--- src/hdl/scdec_pkg.sv ---
// ----------------------------------------------------------------------------
// scdec_pkg
// Shared types, scancode constants and Turkish-Q translation tables for the
// set-1 scancode keyboard decoder.
// ----------------------------------------------------------------------------
package scdec_pkg;

  localparam logic [7:0] SC_LSHIFT = 8'h2A;
  localparam logic [7:0] SC_RSHIFT = 8'h36;
  localparam logic [7:0] SC_BREAK  = 8'h80;
  localparam logic [7:0] SC_UP     = 8'h48;
  localparam logic [7:0] SC_DOWN   = 8'h50;
  localparam logic [7:0] CH_UP     = 8'h11;
  localparam logic [7:0] CH_DOWN   = 8'h12;
  localparam logic [7:0] MAP_LEN   = 8'd58;

  localparam logic       ACT_SCAN  = 1'b0;
  localparam logic       ACT_READ  = 1'b1;
  localparam logic       KIND_SHELL = 1'b0;
  localparam logic       KIND_READ  = 1'b1;

  localparam logic [7:0] MAP_PLAIN [0:57] = '{
    8'h00, 8'h1B, 8'h31, 8'h32, 8'h33, 8'h34, 8'h35, 8'h36, 8'h37, 8'h38,
    8'h39, 8'h30, 8'h2A, 8'h2D, 8'h08, 8'h09, 8'h71, 8'h77, 8'h65, 8'h72,
    8'h74, 8'h79, 8'h75, 8'h69, 8'h6F, 8'h70, 8'h67, 8'h81, 8'h0A, 8'h00,
    8'h61, 8'h73, 8'h64, 8'h66, 8'h67, 8'h68, 8'h6A, 8'h6B, 8'h6C, 8'h73,
    8'h69, 8'h22, 8'h00, 8'h2C, 8'h7A, 8'h78, 8'h63, 8'h76, 8'h62, 8'h6E,
    8'h6D, 8'h94, 8'h87, 8'h2E, 8'h00, 8'h2A, 8'h00, 8'h20
  };

  localparam logic [7:0] MAP_SHIFTED [0:57] = '{
    8'h00, 8'h1B, 8'h21, 8'h27, 8'h5E, 8'h2B, 8'h25, 8'h26, 8'h2F, 8'h28,
    8'h29, 8'h3D, 8'h3F, 8'h5F, 8'h08, 8'h09, 8'h51, 8'h57, 8'h45, 8'h52,
    8'h54, 8'h59, 8'h55, 8'h49, 8'h4F, 8'h50, 8'h47, 8'h9A, 8'h0A, 8'h00,
    8'h41, 8'h53, 8'h44, 8'h46, 8'h47, 8'h48, 8'h4A, 8'h4B, 8'h4C, 8'h53,
    8'h49, 8'h27, 8'h00, 8'h3B, 8'h5A, 8'h58, 8'h43, 8'h56, 8'h42, 8'h4E,
    8'h4D, 8'h99, 8'h80, 8'h3A, 8'h00, 8'h2A, 8'h00, 8'h20
  };

  // Decision for one scancode item.
  typedef struct packed {
    logic       shift_set;
    logic       shift_clr;
    logic       shell;
    logic       push;
    logic [7:0] ch;
  } dec_t;

  // FIFO status seen by the control logic.
  typedef struct packed {
    logic empty;
    logic full;
  } fifo_stat_t;

endpackage

--- src/hdl/scdec_translate.sv ---
// ----------------------------------------------------------------------------
// scdec_translate
// Decodes one set-1 scancode into a shift update, a shell character or a
// character for the buffer.
// ----------------------------------------------------------------------------
module scdec_translate (
  input  logic [7:0]       code,
  input  logic             shift_flag,
  input  logic             shell_mode,
  output scdec_pkg::dec_t  dec
);
  import scdec_pkg::*;

  logic [7:0] tab_ch;

  always_comb begin
    if (shift_flag) begin
      tab_ch = MAP_SHIFTED[code[5:0]];
    end else begin
      tab_ch = MAP_PLAIN[code[5:0]];
    end
  end

  always_comb begin
    dec = '0;
    priority if (code == SC_LSHIFT || code == SC_RSHIFT) begin
      dec.shift_set = 1'b1;
    end else if (code == (SC_LSHIFT | SC_BREAK) || code == (SC_RSHIFT | SC_BREAK)) begin
      dec.shift_clr = 1'b1;
    end else if ((code & SC_BREAK) != 8'h00) begin
      dec = '0;
    end else if (code == SC_UP) begin
      dec.shell = 1'b1;
      dec.ch    = CH_UP;
    end else if (code == SC_DOWN) begin
      dec.shell = 1'b1;
      dec.ch    = CH_DOWN;
    end else if (code >= MAP_LEN) begin
      dec = '0;
    end else begin
      // Zero table entries have no character and produce nothing.
      dec.ch    = tab_ch;
      dec.shell = (tab_ch != 8'h00) && shell_mode;
      dec.push  = (tab_ch != 8'h00) && !shell_mode;
    end
  end

endmodule

--- src/hdl/scdec_fifo.sv ---
// ----------------------------------------------------------------------------
// scdec_fifo
// Ring buffer of characters with registered read data. One slot is kept
// free, so it holds DEPTH - 1 characters.
// ----------------------------------------------------------------------------
module scdec_fifo #(
  parameter int DEPTH = 256
) (
  input  logic                  clk,
  input  logic                  rst,
  input  logic                  push,
  input  logic [7:0]            push_data,
  input  logic                  pop,
  output logic [7:0]            rdata,
  output scdec_pkg::fifo_stat_t stat
);
  import scdec_pkg::*;

  localparam int PW = (DEPTH > 1) ? $clog2(DEPTH) : 1;
  localparam logic [PW-1:0] LAST = PW'(DEPTH - 1);

  logic [7:0]    mem [0:DEPTH-1];
  logic [PW-1:0] write_ptr;
  logic [PW-1:0] read_ptr;
  logic [PW-1:0] write_ptr_next;
  logic [PW-1:0] read_ptr_next;

  assign write_ptr_next = (write_ptr == LAST) ? '0 : write_ptr + 1'b1;
  assign read_ptr_next  = (read_ptr == LAST) ? '0 : read_ptr + 1'b1;

  assign stat.empty = (write_ptr == read_ptr);
  assign stat.full  = (write_ptr_next == read_ptr);

  always_ff @(posedge clk) begin
    if (rst) begin
      write_ptr <= '0;
      read_ptr  <= '0;
    end else begin
      if (push) begin
        write_ptr <= write_ptr_next;
      end
      if (pop) begin
        read_ptr <= read_ptr_next;
      end
    end
  end

  always_ff @(posedge clk) begin
    if (push) begin
      mem[write_ptr] <= push_data;
    end
  end

  always_ff @(posedge clk) begin
    if (pop) begin
      rdata <= mem[read_ptr];
    end
  end

endmodule

--- src/hdl/scancode_set1_keyboard_decoder_core.sv ---
// ----------------------------------------------------------------------------
// scancode_set1_keyboard_decoder_core
// Set-1 scancode to Turkish-Q character decoder with a character buffer.
// ----------------------------------------------------------------------------
// One item is accepted per cycle while in_stall is low. An accepted item sits in the
// input register, where the table lookup and the buffer access happen, and its
// result, if any, then moves to the output register, which also holds the
// registered buffer read, and is offered at the output from there. A stalled
// result blocks a new item only when the item in the input register has a
// result of its own. The buffer holds FIFO_DEPTH - 1 characters; characters
// arriving when it is full are dropped. Arrow keys always go to the shell,
// whatever shell_mode says.
module scancode_set1_keyboard_decoder_core #(
  parameter int FIFO_DEPTH = 256
) (
  input  logic       clk,
  input  logic       rst,
  input  logic       cfg_write_en,
  input  logic       cfg_write_data,
  input  logic       in_valid,
  output logic       in_stall,
  input  logic       action,
  input  logic [7:0] scan_byte,
  output logic       out_valid,
  input  logic       out_stall,
  output logic       kind,
  output logic [7:0] char_code,
  output logic       empty_res
);
  import scdec_pkg::*;

  logic       shell_mode;
  logic       shift_flag;

  logic       a_valid;
  logic       a_action;
  logic [7:0] a_code;
  logic       a_result;
  logic       a_adv;
  logic       accept;

  logic       b_valid;
  logic       b_kind;
  logic       b_empty;
  logic       b_from_fifo;
  logic [7:0] b_char;

  dec_t       dec;
  fifo_stat_t stat;
  logic       push;
  logic       pop;
  logic [7:0] rdata;

  scdec_translate u_translate (
    .code       (a_code),
    .shift_flag (shift_flag),
    .shell_mode (shell_mode),
    .dec        (dec)
  );

  scdec_fifo #(
    .DEPTH (FIFO_DEPTH)
  ) u_fifo (
    .clk       (clk),
    .rst       (rst),
    .push      (push),
    .push_data (dec.ch),
    .pop       (pop),
    .rdata     (rdata),
    .stat      (stat)
  );

  assign a_result = (a_action == ACT_READ) || dec.shell;
  assign a_adv    = a_valid && (!a_result || !b_valid || !out_stall);
  assign in_stall = a_valid && !a_adv;
  assign accept   = in_valid && !in_stall;

  assign push = a_adv && (a_action == ACT_SCAN) && dec.push && !stat.full;
  assign pop  = a_adv && (a_action == ACT_READ) && !stat.empty;

  always_ff @(posedge clk) begin
    if (rst) begin
      shell_mode <= 1'b0;
    end else if (cfg_write_en) begin
      shell_mode <= cfg_write_data;
    end
  end

  always_ff @(posedge clk) begin
    if (rst) begin
      shift_flag <= 1'b0;
    end else if (a_adv && (a_action == ACT_SCAN)) begin
      if (dec.shift_set) begin
        shift_flag <= 1'b1;
      end else if (dec.shift_clr) begin
        shift_flag <= 1'b0;
      end
    end
  end

  always_ff @(posedge clk) begin
    if (rst) begin
      a_valid <= 1'b0;
    end else if (accept) begin
      a_valid <= 1'b1;
    end else if (a_adv) begin
      a_valid <= 1'b0;
    end
  end

  always_ff @(posedge clk) begin
    if (accept) begin
      a_action <= action;
      a_code   <= scan_byte;
    end
  end

  always_ff @(posedge clk) begin
    if (rst) begin
      b_valid <= 1'b0;
    end else if (a_adv && a_result) begin
      b_valid <= 1'b1;
    end else if (!out_stall) begin
      b_valid <= 1'b0;
    end
  end

  // The buffer read data lands in the same edge as this load, so the output
  // picks it up whenever the item was a successful read.
  always_ff @(posedge clk) begin
    if (a_adv && a_result) begin
      b_kind      <= (a_action == ACT_READ) ? KIND_READ : KIND_SHELL;
      b_empty     <= (a_action == ACT_READ) && stat.empty;
      b_from_fifo <= (a_action == ACT_READ) && !stat.empty;
      b_char      <= (a_action == ACT_READ) ? 8'h00 : dec.ch;
    end
  end

  assign out_valid = b_valid;
  assign kind      = b_kind;
  assign empty_res = b_empty;
  assign char_code = b_from_fifo ? rdata : b_char;

endmodule

--- config.mk ---
export PLATFORM = sky130hd
export DESIGN_NAME = scancode_set1_keyboard_decoder_core
export DESIGN_NICKNAME = d
export VERILOG_FILES = /design/src/hdl/scdec_pkg.sv /design/src/hdl/scdec_translate.sv /design/src/hdl/scdec_fifo.sv /design/src/hdl/scancode_set1_keyboard_decoder_core.sv
export SDC_FILE = /design/constraint.sdc
export NUM_CORES = 2
export LEC_CHECK = 0
export ABC_CLOCK_PERIOD_IN_PS = 25100
export BUFFER_PORTS_ARGS = -buffer_cell sky130_fd_sc_hd__clkbuf_2
export CAP_MARGIN = 20
export CORE_UTILIZATION = 45
export CTS_CLUSTER_DIAMETER = 30
export DETAILED_ROUTE_END_ITERATION = 10
export PLACE_DENSITY_LB_ADDON = 0.08
export SETUP_SLACK_MARGIN = 0.02
export SLEW_MARGIN = 20
export SYNTH_ARGS = -nofsm -noshare
export SYNTH_HDL_FRONTEND = slang
export SYNTH_SLANG_ARGS = --single-unit
export TNS_END_PERCENT = 5
--- constraint.sdc ---
create_clock -name clk -period 25.1 [get_ports clk]
set_clock_uncertainty 0.1 [all_clocks]
set_input_delay 0 -clock clk [delete_from_list [all_inputs] [get_ports clk]]
set_output_delay 0 -clock clk [all_outputs]
set_load 0.05 [all_outputs]
# After elaboration in Yosys (flattened, before gate mapping)
# Memories as Yosys holds them, arrays and structs flattened. A register that Yosys moved wholly into a read port is not among the register bits.
# Cells that the tools add are included.
word_totals:
  ff_bits: 40
  ram_bits: 2048
  rom_bits: 1024
  in_bits: 15
  output_inout_bits: 12
  elab_cells: 92
  mem_count: 3
op_classes:
  addsub: 2
  magnitude_cmp: 2
  eq_ne: 11
  mux: 30
  bitwise: 2
  n_reduce_logical: 30
memory_table:
  columns: ["memory", "words", "word_bits", "read_ports", "rd_clocked_by_memory_dff", "write_ports", "line_no", "text"]
  rows:
  - ["u_fifo.mem", 256, 8, 1, 1, 1, "scdec_fifo.sv:22", "logic [7:0] mem [0:DEPTH-1];"]
  - ["(name not given)", 64, 8, 1, 0, 0, "scdec_translate.sv:18", "tab_ch = MAP_SHIFTED[code[5:0]];"]
  - ["(name not given)", 64, 8, 1, 0, 0, "scdec_translate.sv:20", "tab_ch = MAP_PLAIN[code[5:0]];"]
op_table:
  columns: ["cell", "n"]
  rows:
  - ["$mux 8", 10]
  - ["$eq 8x8->1 const B", 4]
  - ["$mux 10", 3]
  - ["$add 8x1->8 const B", 2]
  - ["$eq 8x6->1 const B", 2]
  - ["$eq 8x7->1 const B", 2]
  - ["$eq 8x8->1", 2]
  - ["$mux 1", 16]
  - ["$logic_and 1x1->1", 13]
  - ["$mux 11", 1]
  - ["$ge 8x6->1 const B", 1]
  - ["$logic_not 1->1", 8]
  - ["$reduce_bool 8->1", 1]
  - ["$ge 7x7->1 const B", 1]
  - ["$not 6->7", 1]
  - ["$logic_or 1x1->1", 5]
  - ["$reduce_bool 2->1", 2]
  - ["$ne 2x1->1 const B", 1]
  - ["$reduce_and 2->1", 1]
  - ["$not 1->1", 1]

# Depth between registers and ports, before layout
logic_depth:
  word_depth: 23
  ltp_mapped: 14
  ltp_nobuf: 10

# Modules after synthesis
# Synthesis repeated with hierarchy kept, for this count alone.
unflattened:
  hier_cells: 4099
  area_unflattened_um2: 83269.9
modules_own_cells:
  columns: ["module", "instances", "cells_per_inst", "area_per_inst_um2", "seq_area_each_um2"]
  rows:
  - ["scdec_fifo", 1, 3810, 80810.0, 62059.5]
  - ["scdec_translate", 1, 226, 1495.2, 0.0]
  - ["scancode_set1_keyboard_decoder_core", 1, 63, 964.7, 680.7]

# Worst setup path after synthesis
# No wires, ideal clock.
synth_path:
  path_kind: "reg-to-reg"
  startpoint: "reg a_code[0]"
  endpoint: "mem u_fifo.mem[0][0], data pin"
  setup_time_ns: 2.279
  t_arrival_ns: 12.534
  t_required_ns: 22.721
  slack_ns: 10.187
  path_stages_with_launch: 12
  path_buffers: 2
  period_less_slack_ns: 14.913
  cell_sequence: "edfxtp_1 -> clkbuf_1 -> inv_1 -> ha_1 -> clkbuf_1 -> nor2b_1 -> o41ai_1 -> nor4_1 -> a22oi_1 -> nand2_1 -> nand2_1 -> a21boi_0"
synth_rtl:
  columns: ["item", "line_no", "text"]
  rows:
  - ["from (decl)", "scancode_set1_keyboard_decoder_core.sv:37", "logic [7:0] a_code;"]
  - ["from (signal assigned)", "scancode_set1_keyboard_decoder_core.sv:114", "a_code <= scan_byte;"]
  - ["to (decl)", "scdec_fifo.sv:22", null]

# Final worst setup path
layout_path:
  startpoint: "reg u_fifo.read_ptr[0]"
  endpoint: "reg u_fifo.rdata[5], read port of u_fifo.mem, data pin"
layout_between:
  elab_chain_len: 3
layout_lines:
  columns: ["item", "line_no", "text"]
  rows:
  - ["from (decl)", "scdec_fifo.sv:24", "logic [PW-1:0] read_ptr;"]
  - ["from (signal assigned)", "scdec_fifo.sv:43", "read_ptr <= read_ptr_next;"]
  - ["$eq 8x8->1", "scdec_fifo.sv:31", "assign stat.empty = (write_ptr == read_ptr);"]
  - ["$logic_not 1->1", "scancode_set1_keyboard_decoder_core.sv:79", "assign pop = a_adv && (a_action == ACT_READ) && !stat.empty;"]
  - ["$logic_and 1x1->1", "scancode_set1_keyboard_decoder_core.sv:79", null]
  - ["to (decl)", "scdec_fifo.sv:14", "output logic [7:0] rdata,"]
# Parallel ways exist; a longest one is shown, timed or not.
# A chain may end at the register's enable or synchronous reset.

==> metrics.md <==
| Metric | Value |
|---|---|
| Outcome | finished clean |
| Yosys cell types | 72 |
| Period utilisation layout | 25.8% |
| WL met3 | 15,500 um |
| Inst Count DP | 6,200 |
| Via total after detailed routing | approximately 41,000 |
| Num CTS Buffers | ~430 |
| DP Area | 86,200 um2 |
| Root Driver | clkbuf_16 |
| Relative slew margins | 21.8% |
| Initial Util | between 40% and 50% |
| Initial DRC Count | 4,914 |
| Final period demand of the worst path | between 6 and 7 ns |
| Yosys reg bits | 2,096 |
| Fmax | about 150 MHz |
| Hold slack | 0.114 ns |
| Worst EP arrival | 7.05 ns |
| Critical path class | reg2reg |
| Startpoint Class | flop |
| WHS Path Cells | 3 |
| # Max-Cap Violations | 0 |
| Synth Area per Inst | about 21 um2 |
| Required @ worst endpoint | between 20 and 30 ns |
| Vias per Instance | 5.92 |
| Die Span Y | 432 um |
| WL final | 224,000 um |
| DRT met1 WL | about 100,000 um |
| Clk buf depth | 4 |
| Final Util | a little under three fifths |
| H-tree depth | 5 |
| Final Worst Setup Slack | 18.62 ns |
| 1st-pass router iterations | 5 |
| Core ar. | 183,000 um2 |
| Post-route setup TNS | 0 ns |
| Cell depth of the worst flop-to-flop path | 10 |
| Number of global-route vias before repair | 42,000 |
| Synthesis-to-layout area growth | 21.3% |
| Asr flop ratio synth | 0% |
| Worst Tran Pin Value | ~1.2 ns |
| LEAKAGE | 31.6 nW |
| Largest net degree at the start of global routing | 181 |
| Worst-path clk slew | 0.05 ns |
| Post-CTS setup buffers | 0 |
| Die width | 432 um |
| CTS tree | done |
| GP Congestion | 0.814 |
| Total Routing Usage GR | roughly 24% |
| Antenna violations before repair | 12 |
| Worst IR drop on VDD | 0.0631 mV |
| Top Layer Used | met4 |
| Syn Nets | ~3,900 |
| First-pass GRT wire length | approximately 320,000 um |
| Hold Crit Class | in2reg |
| Row count | between 150 and 200 |
| Grt total ovfl | 0 |
| Post-DP HPWL | 127,000 um |
| Worst-skew pair later-pin latency | 0.96 ns |
| Clock Sinks | 2,096 |
| Non-filler cells, final | 7,011 |
| Seq/Total Area, Yosys | 75.4% |
| Synthesized instance count | 3,876 |
| Crit-path max FO | 91 |
| Met2 WL | 103,000 um |
| WL/cell | 31.9 um |
| Final Hold Viols | 0 |
| Pwr Total | 9.56 mW |
| Num ports | 27 |
| Final setup fails | 0 |
| Post-synthesis cell area | approximately 83,000 um2 |
| Layout cells sized above 1 | 32.5% |
| Element type at the critical path end | flop |
| Most common flop cell mapped by yosys | edfxtp_1 |
| IO Port Bufs | 26 |
| Finished Cell Area | approximately 100,000 um2 |
| Die Area | 187,000 um2 |
| EDFF count, synth | 2,076 |
| RSZ-0062 raised after global routing | false |
| Number of remaining DRC errors | 0 |
| Yosys Warn Count | 0 |
| Pre-CTS setup slack | 18.39 ns |
| Fin nets | 4,226 |
| Final ANT Viol Nets | 0 |
| Cell Pwr Density | 94.8 nW/um2 |
| Fin. max-slew vios | 0 |
[power by group]
part	leakage [nW]	internal, mW	switching (mW)
Combinational	5.34	0.0228	0.0843
Sequential	19.3	3.85	0.00256
Clock	6.91	3.75	1.85
[synth_stat cells, types with 5 or more instances]
master,instances,area share [%]
a211oi_1,6,0.054
a21oi_1,40,0.24
a221oi_1,11,0.12
a22oi_1,50,0.45
a31oi_1,7,0.053
and2_1,11,0.083
and3_1,9,0.068
buf_1,24,0.11
buf_2,79,0.48
buf_4,26,0.23
buf_6,7,0.095
clkbuf_1,114,0.51
dfxtp_1,20,0.48
edfxtp_1,2076,75
ha_1,13,0.20
inv_1,15,0.068
mux2_2,15,0.20
mux2i_1,117,1.4
mux4_2,598,16
nand2_1,61,0.28
nand2b_1,22,0.17
nand3_1,27,0.16
nand3b_1,5,0.045
nand4_1,16,0.12
nor2_1,304,1.4
nor2b_1,22,0.17
nor3_1,19,0.11
nor4_1,10,0.075
o211ai_1,5,0.045
o21ai_0,20,0.12
o221ai_1,6,0.063
o22ai_1,5,0.038
o31ai_1,10,0.090
or2_2,5,0.038
xnor2_1,7,0.074
xor2_1,11,0.12
[cell type report]
type | instances | area, um2
repair buffers | 139 | 1190
well taps | 2464 | 3080
flip-flops and latches | 2096 | 62800
inverters | 15 | 56.3
fillers | 13800 | 82400
clock inverters | 299 | 3320
clock buffers | 482 | 11100
multi-input cells | 1515 | 19400
diodes | 1 | 2.50
[state kept, by name (all words and copies together), names as in the netlist]
name              cells
out_valid             1
kind                  1
u_fifo.read_ptr       8
a_valid               1
shell_mode            1
empty_res             1
u_fifo.rdata          8
a_action              1
b_char                8
u_fifo.write_ptr      8
shift_flag            1
b_from_fifo           1
u_fifo.mem         2048
a_code                8
[worst max-delay path, cell delays in order (launching register included)]
cell and delay (ns):
dfxtp_4 0.80, buf_4 0.81, buf_12 0.62, buf_4 0.86, buf_4 0.78, mux4_2 0.61
mux4_2 0.47, mux2_2 0.27, nand3_1 0.08, o41ai_1 0.14, or4_1 0.50
[routing by layer]
layer | global-route usage, % | up-vias
met5 | 0 | -
met4 | 6.29 | 0
met3 | 4.83 | 336
met2 | 35.9 | 1727
met1 | 36.6 | 22300
li1 | - | 17100
[logic make-up after synthesis]
kind of cell,after synthesis,share of synthesized area (%)
flops,2096,75.4
mux,730,17.8
simple gates,539,3.04
buf+inv,265,1.49
compound gates,215,1.87
xor+xnor,18,0.189
fa+ha+maj,13,0.196
[final timing paths]
kind              slack [ns]          startpoint                   to
hold reg to reg         0.46           a_code[7]           shift_flag
setup / recovery       18.62  u_fifo.read_ptr[0]      u_fifo.rdata[5]
hold / removal          0.11                 rst  u_fifo.write_ptr[1]
setup reg to reg       18.62  u_fifo.read_ptr[0]      u_fifo.rdata[5]
[what timing repair did]
| item | CTS | global route |
|---|---|---|
| setup endpoints to repair | 0 | 0 |
| hold endpoints to repair | 50 | 0 |
| gates resized for setup | 0 | 0 |
| hold buffers | 29 | 0 |
[layout by cell type, fill, tap and decap left out, drive strengths merged, types with 10 or more instances in the layout]
cell	synthesis	layout
nor2	304	304
clkinvlp	0	55
nand2	61	61
a221oi	11	11
nor4	10	10
mux2	15	15
clkinv	0	144
clkbuf	114	508
a21oi	40	40
nand4	16	16
nand3	31	31
ha	13	13
nor2b	22	22
dlygate4sd3	0	29
nor3	19	19
o21ai	20	20
mux4	598	598
inv	15	59
dfxtp	20	20
and2	11	11
a22oi	50	50
xor2	11	11
bufinv	0	56
mux2i	117	117
o31ai	10	10
buf	136	84
nand2b	22	22
edfxtp	2076	2076
(Power assumes the default switching activity.)
